## config.mk

```make
export PLATFORM = sky130hd
export DESIGN_NAME = pid_controller_modes
export DESIGN_NICKNAME = d
export VERILOG_FILES = /design/src/sv/pcm_pkg.sv /design/src/sv/pcm_div.sv /design/src/sv/pid_controller_modes.sv
export VERILOG_INCLUDE_DIRS = /design/src /design/src/sv
export SDC_FILE = /design/constraint.sdc
export NUM_CORES = 2
export LEC_CHECK = 0
export BUFFER_PORTS_ARGS = -buffer_cell sky130_fd_sc_hd__clkbuf_2
export CORE_MARGIN = 3
export CORE_UTILIZATION = 40
export CTS_CLUSTER_DIAMETER = 60
export DETAILED_ROUTE_END_ITERATION = 8
export PLACE_DENSITY = 0.65
export SLEW_MARGIN = 40
export SYNTH_ARGS = -nofsm -noshare
export SYNTH_HDL_FRONTEND = slang
export SYNTH_SLANG_ARGS = --single-unit
export TNS_END_PERCENT = 50
```

## constraint.sdc

```tcl
create_clock -name i_clk -period 22.7 [get_ports i_clk]
set_clock_uncertainty 0.2 [all_clocks]
set_input_delay 2.27 -clock i_clk [delete_from_list [all_inputs] [get_ports i_clk]]
set_output_delay 2.27 -clock i_clk [all_outputs]
set_load 0.005 [all_outputs]
```

## src/sv/assert_macros.svh

```systemverilog
// assertion macros used by the pid controller top level
`ifndef ASSERT_MACROS_SVH
`define ASSERT_MACROS_SVH
`ifndef SYNTHESIS
`define ASSERT_HOLDS(lbl, clk, rst_n, prop, msg) \
    lbl: assert property (@(posedge clk) disable iff (!rst_n) (prop)) else $error(msg);
`define ASSERT_NEXT(lbl, clk, rst_n, ante, cons, msg) \
    lbl: assert property (@(posedge clk) disable iff (!rst_n) (ante) |=> (cons)) else $error(msg);
`else
`define ASSERT_HOLDS(lbl, clk, rst_n, prop, msg)
`define ASSERT_NEXT(lbl, clk, rst_n, ante, cons, msg)
`endif
`endif

```

## src/sv/pcm_pkg.sv

```systemverilog
// widths and constants shared by the pid controller files
package pcm_pkg;
    localparam int DATA_W = 32;
    localparam int FRAC_W = 16;
    localparam int GAIN_W = 24;
    localparam int LIM_W  = 31;
    localparam int WGT_W  = FRAC_W + 1;
    localparam int WIDE_W = 48;
    localparam int ACC_W  = 72;
    localparam int CNT_W  = 5;
endpackage

```

## src/sv/pcm_div.sv

```systemverilog
// restoring divider for the integral ramp weight, one quotient bit a cycle
module pcm_div (
    input  logic                        i_clk,
    input  logic                        i_rst_n,
    input  logic                        i_start,
    input  logic [pcm_pkg::DATA_W-1:0]  i_num,
    input  logic [pcm_pkg::LIM_W-1:0]   i_den,
    output logic                        o_done,
    output logic [pcm_pkg::WGT_W-1:0]   o_quot
);
    import pcm_pkg::*;

    logic [DATA_W-1:0] r_rem, n_rem;
    logic [LIM_W-1:0]  r_den;
    logic [WGT_W-1:0]  r_quot, n_quot;
    logic [CNT_W-1:0]  r_cnt;
    logic              r_done;
    logic [DATA_W:0]   diff;
    logic              ge;
    logic [DATA_W-1:0] kept;

    // trial subtract and shift
    always_comb begin
        diff   = {1'b0, r_rem} - {2'b0, r_den};
        ge     = !diff[DATA_W];
        kept   = ge ? diff[DATA_W-1:0] : r_rem;
        n_rem  = {kept[DATA_W-2:0], 1'b0};
        n_quot = {r_quot[WGT_W-2:0], ge};
    end

    // bit counter, done is registered together with the last quotient bit
    always_ff @(posedge i_clk) begin
        if (!i_rst_n) begin
            r_cnt  <= '0;
            r_done <= 1'b0;
        end else begin
            r_done <= !i_start && (r_cnt == CNT_W'(1));
            if (i_start) begin
                r_cnt <= CNT_W'(WGT_W);
            end else if (r_cnt != '0) begin
                r_cnt <= r_cnt - 1'b1;
            end
        end
    end

    // payload
    always_ff @(posedge i_clk) begin
        if (i_start) begin
            r_rem  <= i_num;
            r_den  <= i_den;
            r_quot <= '0;
        end else if (r_cnt != '0) begin
            r_rem  <= n_rem;
            r_quot <= n_quot;
        end
    end

    assign o_done = r_done;
    assign o_quot = r_quot;
endmodule

```

## src/sv/pid_controller_modes.sv

```systemverilog
// pid controller top level: six control laws over one shared multiplier
// an item goes from acceptance through S_PREP, S_DIV when the ramp weight needs the division,
//   the products of its terms and S_WB
// one item at a time: a new setpoint is taken only in S_IDLE; a result not yet taken holds write-back
// each product runs through S_MLO, S_MHI and S_MFIN on the 24x24 multiplier
// reset (synchronous, active low) clears the state and loads the default registers
`include "assert_macros.svh"
module pid_controller_modes (
    input  logic                        i_clk,
    input  logic                        i_rst_n,
    input  logic                        i_cfg_we,
    input  logic [2:0]                  i_cfg_idx,
    input  logic [pcm_pkg::DATA_W-1:0]  i_cfg_data,
    input  logic                        s_axis_tvalid,
    output logic                        s_axis_tready,
    input  logic [pcm_pkg::DATA_W-1:0]  s_axis_tdata,   // setpoint
    output logic                        m_axis_tvalid,
    input  logic                        m_axis_tready,
    output logic [pcm_pkg::DATA_W-1:0]  m_axis_tdata,   // drive
    output logic                        m_axis_tuser    // saturated
);
    import pcm_pkg::*;

    localparam logic [2:0] S_IDLE = 3'd0, S_PREP = 3'd1, S_DIV = 3'd2, S_MLO = 3'd3,
                           S_MHI = 3'd4, S_MFIN = 3'd5, S_WB = 3'd6;
    localparam logic [2:0] REG_MODE = 3'd0, REG_GP = 3'd1, REG_GI = 3'd2, REG_GD = 3'd3,
                           REG_UB = 3'd4, REG_LB = 3'd5, REG_SL = 3'd6, REG_FL = 3'd7;
    localparam logic [2:0] M_POS = 3'd0, M_INC = 3'd1, M_SEP = 3'd2, M_AW = 3'd3,
                           M_RAMP = 3'd4, M_ALL = 3'd5;
    localparam logic [WGT_W-1:0] W_ONE = WGT_W'(1) << FRAC_W;

    // configuration
    logic [2:0]        r_mode;
    logic [GAIN_W-1:0] r_gp, r_gi, r_gd;
    logic [DATA_W-1:0] r_ub, r_lb;
    logic [LIM_W-1:0]  r_sl, r_fl;

    // controller state and working registers
    logic [DATA_W-1:0] r_last, r_integral, r_pe, r_ebp, r_err, r_abs;
    logic [2:0]        r_state;
    logic [1:0]        r_term;
    logic              r_inc, r_sat;
    logic [WGT_W-1:0]  r_w;
    logic [WIDE_W-1:0] r_sum, r_mag;
    logic              r_mneg;
    logic [ACC_W-1:0]  r_acc;
    logic              r_out_valid, r_out_sat;
    logic [DATA_W-1:0] r_out_data;

    function automatic logic [WIDE_W-1:0] sx(input logic [DATA_W-1:0] v);
        sx = {{(WIDE_W-DATA_W){v[DATA_W-1]}}, v};
    endfunction

    function automatic logic clip_hit(input logic [WIDE_W-1:0] v);
        clip_hit = (v[WIDE_W-1:DATA_W-1] != '0) && (v[WIDE_W-1:DATA_W-1] != '1);
    endfunction

    function automatic logic [DATA_W-1:0] clip(input logic [WIDE_W-1:0] v);
        if (!clip_hit(v)) begin
            clip = v[DATA_W-1:0];
        end else if (v[WIDE_W-1]) begin
            clip = {1'b1, {(DATA_W-1){1'b0}}};
        end else begin
            clip = {1'b0, {(DATA_W-1){1'b1}}};
        end
    endfunction

    // error of the arriving item
    logic [WIDE_W-1:0] err_wide;
    logic [DATA_W-1:0] err_now;
    always_comb begin
        err_wide = sx(s_axis_tdata) - sx(r_last);
        err_now  = clip(err_wide);
    end

    // mode decode and integral decision
    logic [2:0]        m_eff;
    logic              is_inc, f_sep, f_ramp, f_aw, too_big, in_ramp, accum;
    logic [DATA_W-1:0] den;
    logic              need_div;
    logic [WIDE_W-1:0] integ_wide;
    always_comb begin
        m_eff    = (r_mode > M_ALL) ? M_ALL : r_mode;
        is_inc   = (m_eff == M_INC);
        f_sep    = (m_eff >= M_SEP);
        f_ramp   = (m_eff == M_RAMP) || (m_eff == M_ALL);
        f_aw     = (m_eff == M_AW) || (m_eff == M_ALL);
        too_big  = f_sep && (r_abs > {1'b0, r_sl});
        in_ramp  = !too_big && f_ramp && (r_abs >= {1'b0, r_fl});
        den      = {1'b0, r_sl} - {1'b0, r_fl};
        need_div = in_ramp && (den != '0);
        accum    = !too_big;
        if (accum && f_aw) begin
            if ($signed(r_last) > $signed(r_ub)) begin
                accum = r_err[DATA_W-1];
            end else if ($signed(r_last) < $signed(r_lb)) begin
                accum = !r_err[DATA_W-1] && (r_err != '0);
            end
        end
        integ_wide = sx(r_integral) + sx(r_err);
    end

    // shared multiplier and product result
    logic [GAIN_W-1:0]          mul_a, mul_b;
    logic [2*GAIN_W-1:0]        mul_p;
    logic [WIDE_W-1:0]          prod_mag, prod_s;
    always_comb begin
        mul_a    = (r_state == S_MHI) ? r_mag[2*GAIN_W-1:GAIN_W] : r_mag[GAIN_W-1:0];
        mul_p    = mul_a * mul_b;
        prod_mag = r_acc[FRAC_W +: WIDE_W];
        prod_s   = r_mneg ? (WIDE_W'(0) - prod_mag) : prod_mag;
    end

    // operand for the next product
    logic [1:0]        sel_term;
    logic [WIDE_W-1:0] op_val;
    logic [GAIN_W-1:0] op_gain, r_gain;
    logic              t_add, t_last, inc_sel;
    always_comb begin
        sel_term = (r_state == S_MFIN) ? r_term + 2'd1 : 2'd0;
        // the law of the item is only registered at the end of preparation
        inc_sel  = (r_state == S_PREP) ? is_inc : r_inc;
        op_val   = sx(r_err);
        op_gain  = r_gp;
        if (inc_sel) begin
            case (sel_term)
                2'd0: begin op_val = sx(r_err) - sx(r_ebp); op_gain = r_gp; end
                2'd1: begin op_val = sx(r_err); op_gain = r_gi; end
                2'd2: begin
                    op_val  = sx(r_err) - (sx(r_ebp) << 1) + sx(r_pe);
                    op_gain = r_gd;
                end
                default: begin op_val = sx(r_err); op_gain = r_gd; end
            endcase
        end else begin
            case (sel_term)
                2'd0: begin op_val = sx(r_err); op_gain = r_gp; end
                2'd1: begin op_val = sx(r_integral); op_gain = r_gi; end
                2'd2: begin op_val = prod_s; op_gain = GAIN_W'(r_w); end
                default: begin op_val = sx(r_err) - sx(r_pe); op_gain = r_gd; end
            endcase
        end
        t_add  = r_inc || (r_term != 2'd1);
        t_last = r_inc ? (r_term == 2'd2) : (r_term == 2'd3);
        mul_b  = r_gain;
    end

    logic              div_start, div_done;
    logic [WGT_W-1:0]  div_quot;
    assign div_start = (r_state == S_PREP) && need_div;

    pcm_div u_div (
        .i_clk   (i_clk),
        .i_rst_n (i_rst_n),
        .i_start (div_start),
        .i_num   (r_abs <= {1'b0, r_sl} ? {1'b0, r_sl} - r_abs : '0),
        .i_den   (den[LIM_W-1:0]),
        .o_done  (div_done),
        .o_quot  (div_quot)
    );

    // configuration writes
    always_ff @(posedge i_clk) begin
        if (!i_rst_n) begin
            r_mode <= M_ALL;
            r_gp   <= GAIN_W'(13107);
            r_gi   <= GAIN_W'(13107);
            r_gd   <= GAIN_W'(13107);
            r_ub   <= DATA_W'(26214400);
            r_lb   <= DATA_W'(-13107200);
            r_sl   <= LIM_W'(13107200);
            r_fl   <= LIM_W'(11796480);
        end else if (i_cfg_we) begin
            case (i_cfg_idx)
                REG_MODE: r_mode <= i_cfg_data[2:0];
                REG_GP:   r_gp   <= i_cfg_data[GAIN_W-1:0];
                REG_GI:   r_gi   <= i_cfg_data[GAIN_W-1:0];
                REG_GD:   r_gd   <= i_cfg_data[GAIN_W-1:0];
                REG_UB:   r_ub   <= i_cfg_data;
                REG_LB:   r_lb   <= i_cfg_data;
                REG_SL:   r_sl   <= i_cfg_data[LIM_W-1:0];
                REG_FL:   r_fl   <= i_cfg_data[LIM_W-1:0];
                default:  r_mode <= r_mode;
            endcase
        end
    end

    // sequencer
    logic [WIDE_W-1:0] op_mag;
    assign op_mag = op_val[WIDE_W-1] ? (WIDE_W'(0) - op_val) : op_val;

    always_ff @(posedge i_clk) begin
        if (!i_rst_n) begin
            r_state     <= S_IDLE;
            r_last      <= '0;
            r_integral  <= '0;
            r_pe        <= '0;
            r_ebp       <= '0;
            r_out_valid <= 1'b0;
            r_term      <= '0;
        end else begin
            // result taken; write-back refills the output register itself
            if (m_axis_tvalid && m_axis_tready && r_state != S_WB) begin
                r_out_valid <= 1'b0;
            end
            case (r_state)
                S_IDLE: begin
                    if (s_axis_tvalid) begin
                        r_err   <= err_now;
                        r_abs   <= err_now[DATA_W-1] ? DATA_W'(0) - err_now : err_now;
                        r_state <= S_PREP;
                    end
                end
                S_PREP: begin
                    r_inc  <= is_inc;
                    r_sat  <= !is_inc && accum && clip_hit(integ_wide);
                    r_sum  <= is_inc ? sx(r_last) : '0;
                    r_w    <= too_big ? '0 : W_ONE;
                    r_term <= 2'd0;
                    if (!is_inc && accum) begin
                        r_integral <= clip(integ_wide);
                    end
                    r_state <= need_div ? S_DIV : S_MLO;
                end
                S_DIV: begin
                    if (div_done) begin
                        r_w     <= div_quot;
                        r_state <= S_MLO;
                    end
                end
                S_MLO: begin
                    r_acc   <= ACC_W'(mul_p);
                    r_state <= S_MHI;
                end
                S_MHI: begin
                    r_acc   <= r_acc + (ACC_W'(mul_p) << GAIN_W);
                    r_state <= S_MFIN;
                end
                S_MFIN: begin
                    if (t_add) begin
                        r_sum <= r_sum + prod_s;
                    end
                    r_term  <= r_term + 2'd1;
                    r_state <= t_last ? S_WB : S_MLO;
                end
                S_WB: begin
                    if (!r_out_valid || m_axis_tready) begin
                        r_out_valid <= 1'b1;
                        r_last      <= clip(r_sum);
                        r_pe        <= r_inc ? r_ebp : r_err;
                        if (r_inc) begin
                            r_ebp <= r_err;
                        end
                        r_state <= S_IDLE;
                    end
                end
                default: r_state <= S_IDLE;
            endcase
        end
    end

    // multiplier operands and output payload
    always_ff @(posedge i_clk) begin
        if (r_state == S_PREP || r_state == S_MFIN) begin
            r_mag  <= op_mag;
            r_mneg <= op_val[WIDE_W-1];
            r_gain <= op_gain;
        end
        if (r_state == S_WB && (!r_out_valid || m_axis_tready)) begin
            r_out_data <= clip(r_sum);
            r_out_sat  <= r_sat || clip_hit(r_sum);
        end
    end

    assign s_axis_tready = (r_state == S_IDLE);
    assign m_axis_tvalid = r_out_valid;
    assign m_axis_tdata  = r_out_data;
    assign m_axis_tuser  = r_out_sat;

    `ASSERT_HOLDS(a_div_in_wait, i_clk, i_rst_n, !div_done || r_state == S_DIV, "divider done outside wait")
    `ASSERT_NEXT(a_accept_prep, i_clk, i_rst_n, s_axis_tvalid && s_axis_tready, r_state == S_PREP, "accepted item not prepared")
    `ASSERT_NEXT(a_inc_keeps_int, i_clk, i_rst_n, r_state == S_PREP && is_inc, $stable(r_integral), "incremental law changed integral")
    `ASSERT_HOLDS(a_inc_terms, i_clk, i_rst_n, !(r_state == S_MLO && r_inc) || r_term != 2'd3, "incremental law ran a fourth product")
endmodule

```

==> results.yml <==
status:
  status: "completed"
timing:
  hold_violations: 0
  max_clock_freq_mhz: 90.64
  finalCritPeriodShare_pct: 48.60
  relSlewSlack_pct: 35.89
  rsz0062_at_grt: "false"
  final.min_clock_period_ps: 11030
  worst_slew_pin_slew_ps: 954.7
  fin_setup_tns_ps: 0
  setup_viol_count_final: 0
  slew_viol_final: 0
critical_path:
  required_ps: 22920
  rr_worst_depth: 39
  r2r_slack_ps: 11670
  worst-setup-path-type: "reg2reg"
  crit_path_top_delay_cell: "dfxtp_1"
  cp_slowest_stage_delay_ps: 690
  cp-start-kind: "flip-flop"
  crit_path_frequent_cell: "fa_1"
  endpoint: "r_acc[62]$_SDFFCE_PN0P_"
  cp_max_fo: 56
  rr_startpoint: "r_state[1]$_SDFFE_PN0P_"
  arrival_ps: 11260
  cp-startpoint: "r_state[1]$_SDFFE_PN0P_"
  r2r-end: "r_acc[62]$_SDFFCE_PN0P_"
  end_kind: "flip-flop"
cts:
  cts.sinks: 705
  htreeDepth: 3
  cts_tree: "yes"
  clk_pin_slew_worst_paths_ps: 70
  cts_buffers: 86
  ctsLongestPathBuffers: 3
  clock_latency_ps: 740
  postCtsSetupBuffers: 0
  cts_root_buf: "clkbuf_16"
  cts_hold_buf: 0
  cts_resized: 0
global_route:
  antenna_found_initial: 12
  grt_pass1_vias: 61290
  gr-total-overflow: 0
  grt_pass1_wl_mm: 366.7
  grt_max_degree: 138
  grt_util_all_layers_pct: 25.27
logic_synthesis:
  syn_area_per_cell_sq_um: 8.492
  ys_types: 113
  synth_edf_count: 347
  yosysWarnings: 0
  async_reset_ff_share_pct: 0
  syn_nets: 9754
  ys_seq_elements: 705
  synth_area_sq_um: 72530
  yosysSeqAreaShare_pct: 24.25
  netlist_instances: 8541
  ys.flop_type: "dfxtp_1"
detailed_routing:
  vias: 62600
  drt-pass1-iter-count: 6
  antenna_left: 0
  drt-initial-drc-count: 6161
  drt_wl_total_mm: 240.7
  avgRoutedWirePerCell_um: 22.08
  viasPerCell: 5.743
  drc: 0
placed_design:
  io_buffers: 106
  dpl.hpwl_mm: 187.2
  gp_congestion: 0.9875
layout:
  layout-drive-gt1-share_pct: 6.172
  area_growth_pct: 9.014
  nNetsFinal: 9678
  layout_common_cells: "nand2_1, inv_1, ha_1"
  final_common_cell: "nand2_1"
die:
  die_y_um: 431.8
  fp.coreArea_sq_um: 179400
  die_area_sq_um: 186500
  initial_core_util_pct: 40.43
  io_pins: 107
  rows: 155
  die_w_um: 431.8
run:
  cap_violations: 0
worst_hold_path:
  hold_path.class: "reg2reg"
-- worst max-delay path: cells and delay by family, from the launching register on --
kind | cells | cell delay (ps)
AOI/OAI and AO/OA | 7 | 1670
xor gates and xnor gates | 2 | 370
adders and majority gates | 9 | 4250
DFF | 1 | 690
buffers and inverters | 7 | 830
and+or+nand+nor | 14 | 2670
-- state kept, by name, summed over array words and instances, names as in the netlist, 31 cells and up --
signal,count
r_acc,48
r_mag,48
r_sum,48
m_axis_tdata,32
r_ebp,32
r_err,32
r_integral,32
r_last,32
r_lb,32
r_pe,32
r_ub,32
u_div.r_rem,32
r_abs,31
r_fl,31
r_sl,31
u_div.r_den,31
-- metal layers --
metal	part of all wire (%)	track usage (%)	routed length, um
met5	0.0054	0	13
met4	4.1	10.12	9933
met3	7.2	3.433	17220
met2	46	40.96	110000
met1	43	34.03	103500
-- synth_stat cells, drive strengths merged, types with 18 or more instances --
| cell | instances | area share (%) |
|---|---|---|
| or2 | 30 | 0.26 |
| nor2b | 66 | 0.57 |
| nor4 | 30 | 0.27 |
| edfxtp | 347 | 14 |
| dfxtp | 358 | 9.9 |
| a2111oi | 20 | 0.27 |
| a21oi | 488 | 3.4 |
| and2 | 359 | 3.1 |
| or3 | 52 | 0.48 |
| clkbuf | 347 | 1.8 |
| nand3 | 144 | 1.0 |
| a21boi | 238 | 2.5 |
| o21a | 71 | 0.73 |
| a21o | 256 | 2.6 |
| nand2b | 102 | 0.89 |
| ha | 618 | 11 |
| fa | 523 | 14 |
| o211ai | 85 | 0.88 |
| o21bai | 47 | 0.49 |
| buf | 39 | 0.27 |
| o31a | 18 | 0.22 |
| o211a | 39 | 0.54 |
| o31ai | 57 | 0.60 |
| nor2 | 321 | 1.7 |
| nor3 | 94 | 0.65 |
| mux2i | 85 | 1.2 |
| nand4 | 61 | 0.53 |
| a221oi | 31 | 0.39 |
| nand2 | 1262 | 6.5 |
| a211oi | 61 | 0.64 |
| and3 | 47 | 0.41 |
| xnor2 | 238 | 2.9 |
| xor2 | 150 | 1.8 |
| maj3 | 28 | 0.39 |
| a31oi | 58 | 0.51 |
| inv | 1041 | 5.4 |
| o21ai | 405 | 2.8 |
-- how the worst min path moves through the flow --
stage                                       start                       endpoint  slack [ps]  depth (start not counted)
CTS                 u_div.o_quot[16]$_SDFFE_PP0P_  u_div.o_quot[16]$_SDFFE_PP0P_         260                          2
floorplan           u_div.o_quot[16]$_SDFFE_PP0P_  u_div.o_quot[16]$_SDFFE_PP0P_         230                          2
global route        u_div.o_quot[16]$_SDFFE_PP0P_  u_div.o_quot[16]$_SDFFE_PP0P_         280                          2
global placement    u_div.o_quot[16]$_SDFFE_PP0P_  u_div.o_quot[16]$_SDFFE_PP0P_         250                          2
finish               u_div.o_quot[4]$_SDFFE_PP0P_   u_div.o_quot[5]$_SDFFE_PP0P_         260                          2
detailed placement  u_div.o_quot[16]$_SDFFE_PP0P_  u_div.o_quot[16]$_SDFFE_PP0P_         250                          2
-- cell type report --
class                      instances  area [sq um]
clock inverter                    57         792.0
tap                             2355          2947
fill                           17410        100300
sequential                       705         17590
timing repair buffer             222          1608
multi-input combinational       6409         49890
clock buffer                     104          2313
inverter                        1041          3908
antenna                            7         17.52
-- stage by stage --
stage,cell area [sq um],instances,hold slack (ps),utilization [%],setup slack [ps]
after global routing,79060,10900,275.8,44.07,11040
after global placement,75300,10700,249.3,41.98,11580
after floorplan,72530,8541,232.1,-,13110
after CTS,78870,10890,264.8,43.97,11390
final,79060,10900,259.5,44.07,11670
after detailed placement,75770,10730,252.6,42.24,11520
-- logic make-up after synthesis --
kind of cell	after synthesis	share of synthesized area [%]
flip-flops	705	24.25
buffers and inverters	1427	7.463
AO/OA/AOI/OAI	2090	19.22
multiplexers	91	1.271
XOR/XNOR	388	4.686
AND/OR/NAND/NOR	2671	17.62
adder cells (fa/ha/maj)	1169	25.48
Power is left out: the tool's default activity adds up to more than one toggle a clock period on the data nets, which glitch-free logic cannot reach.
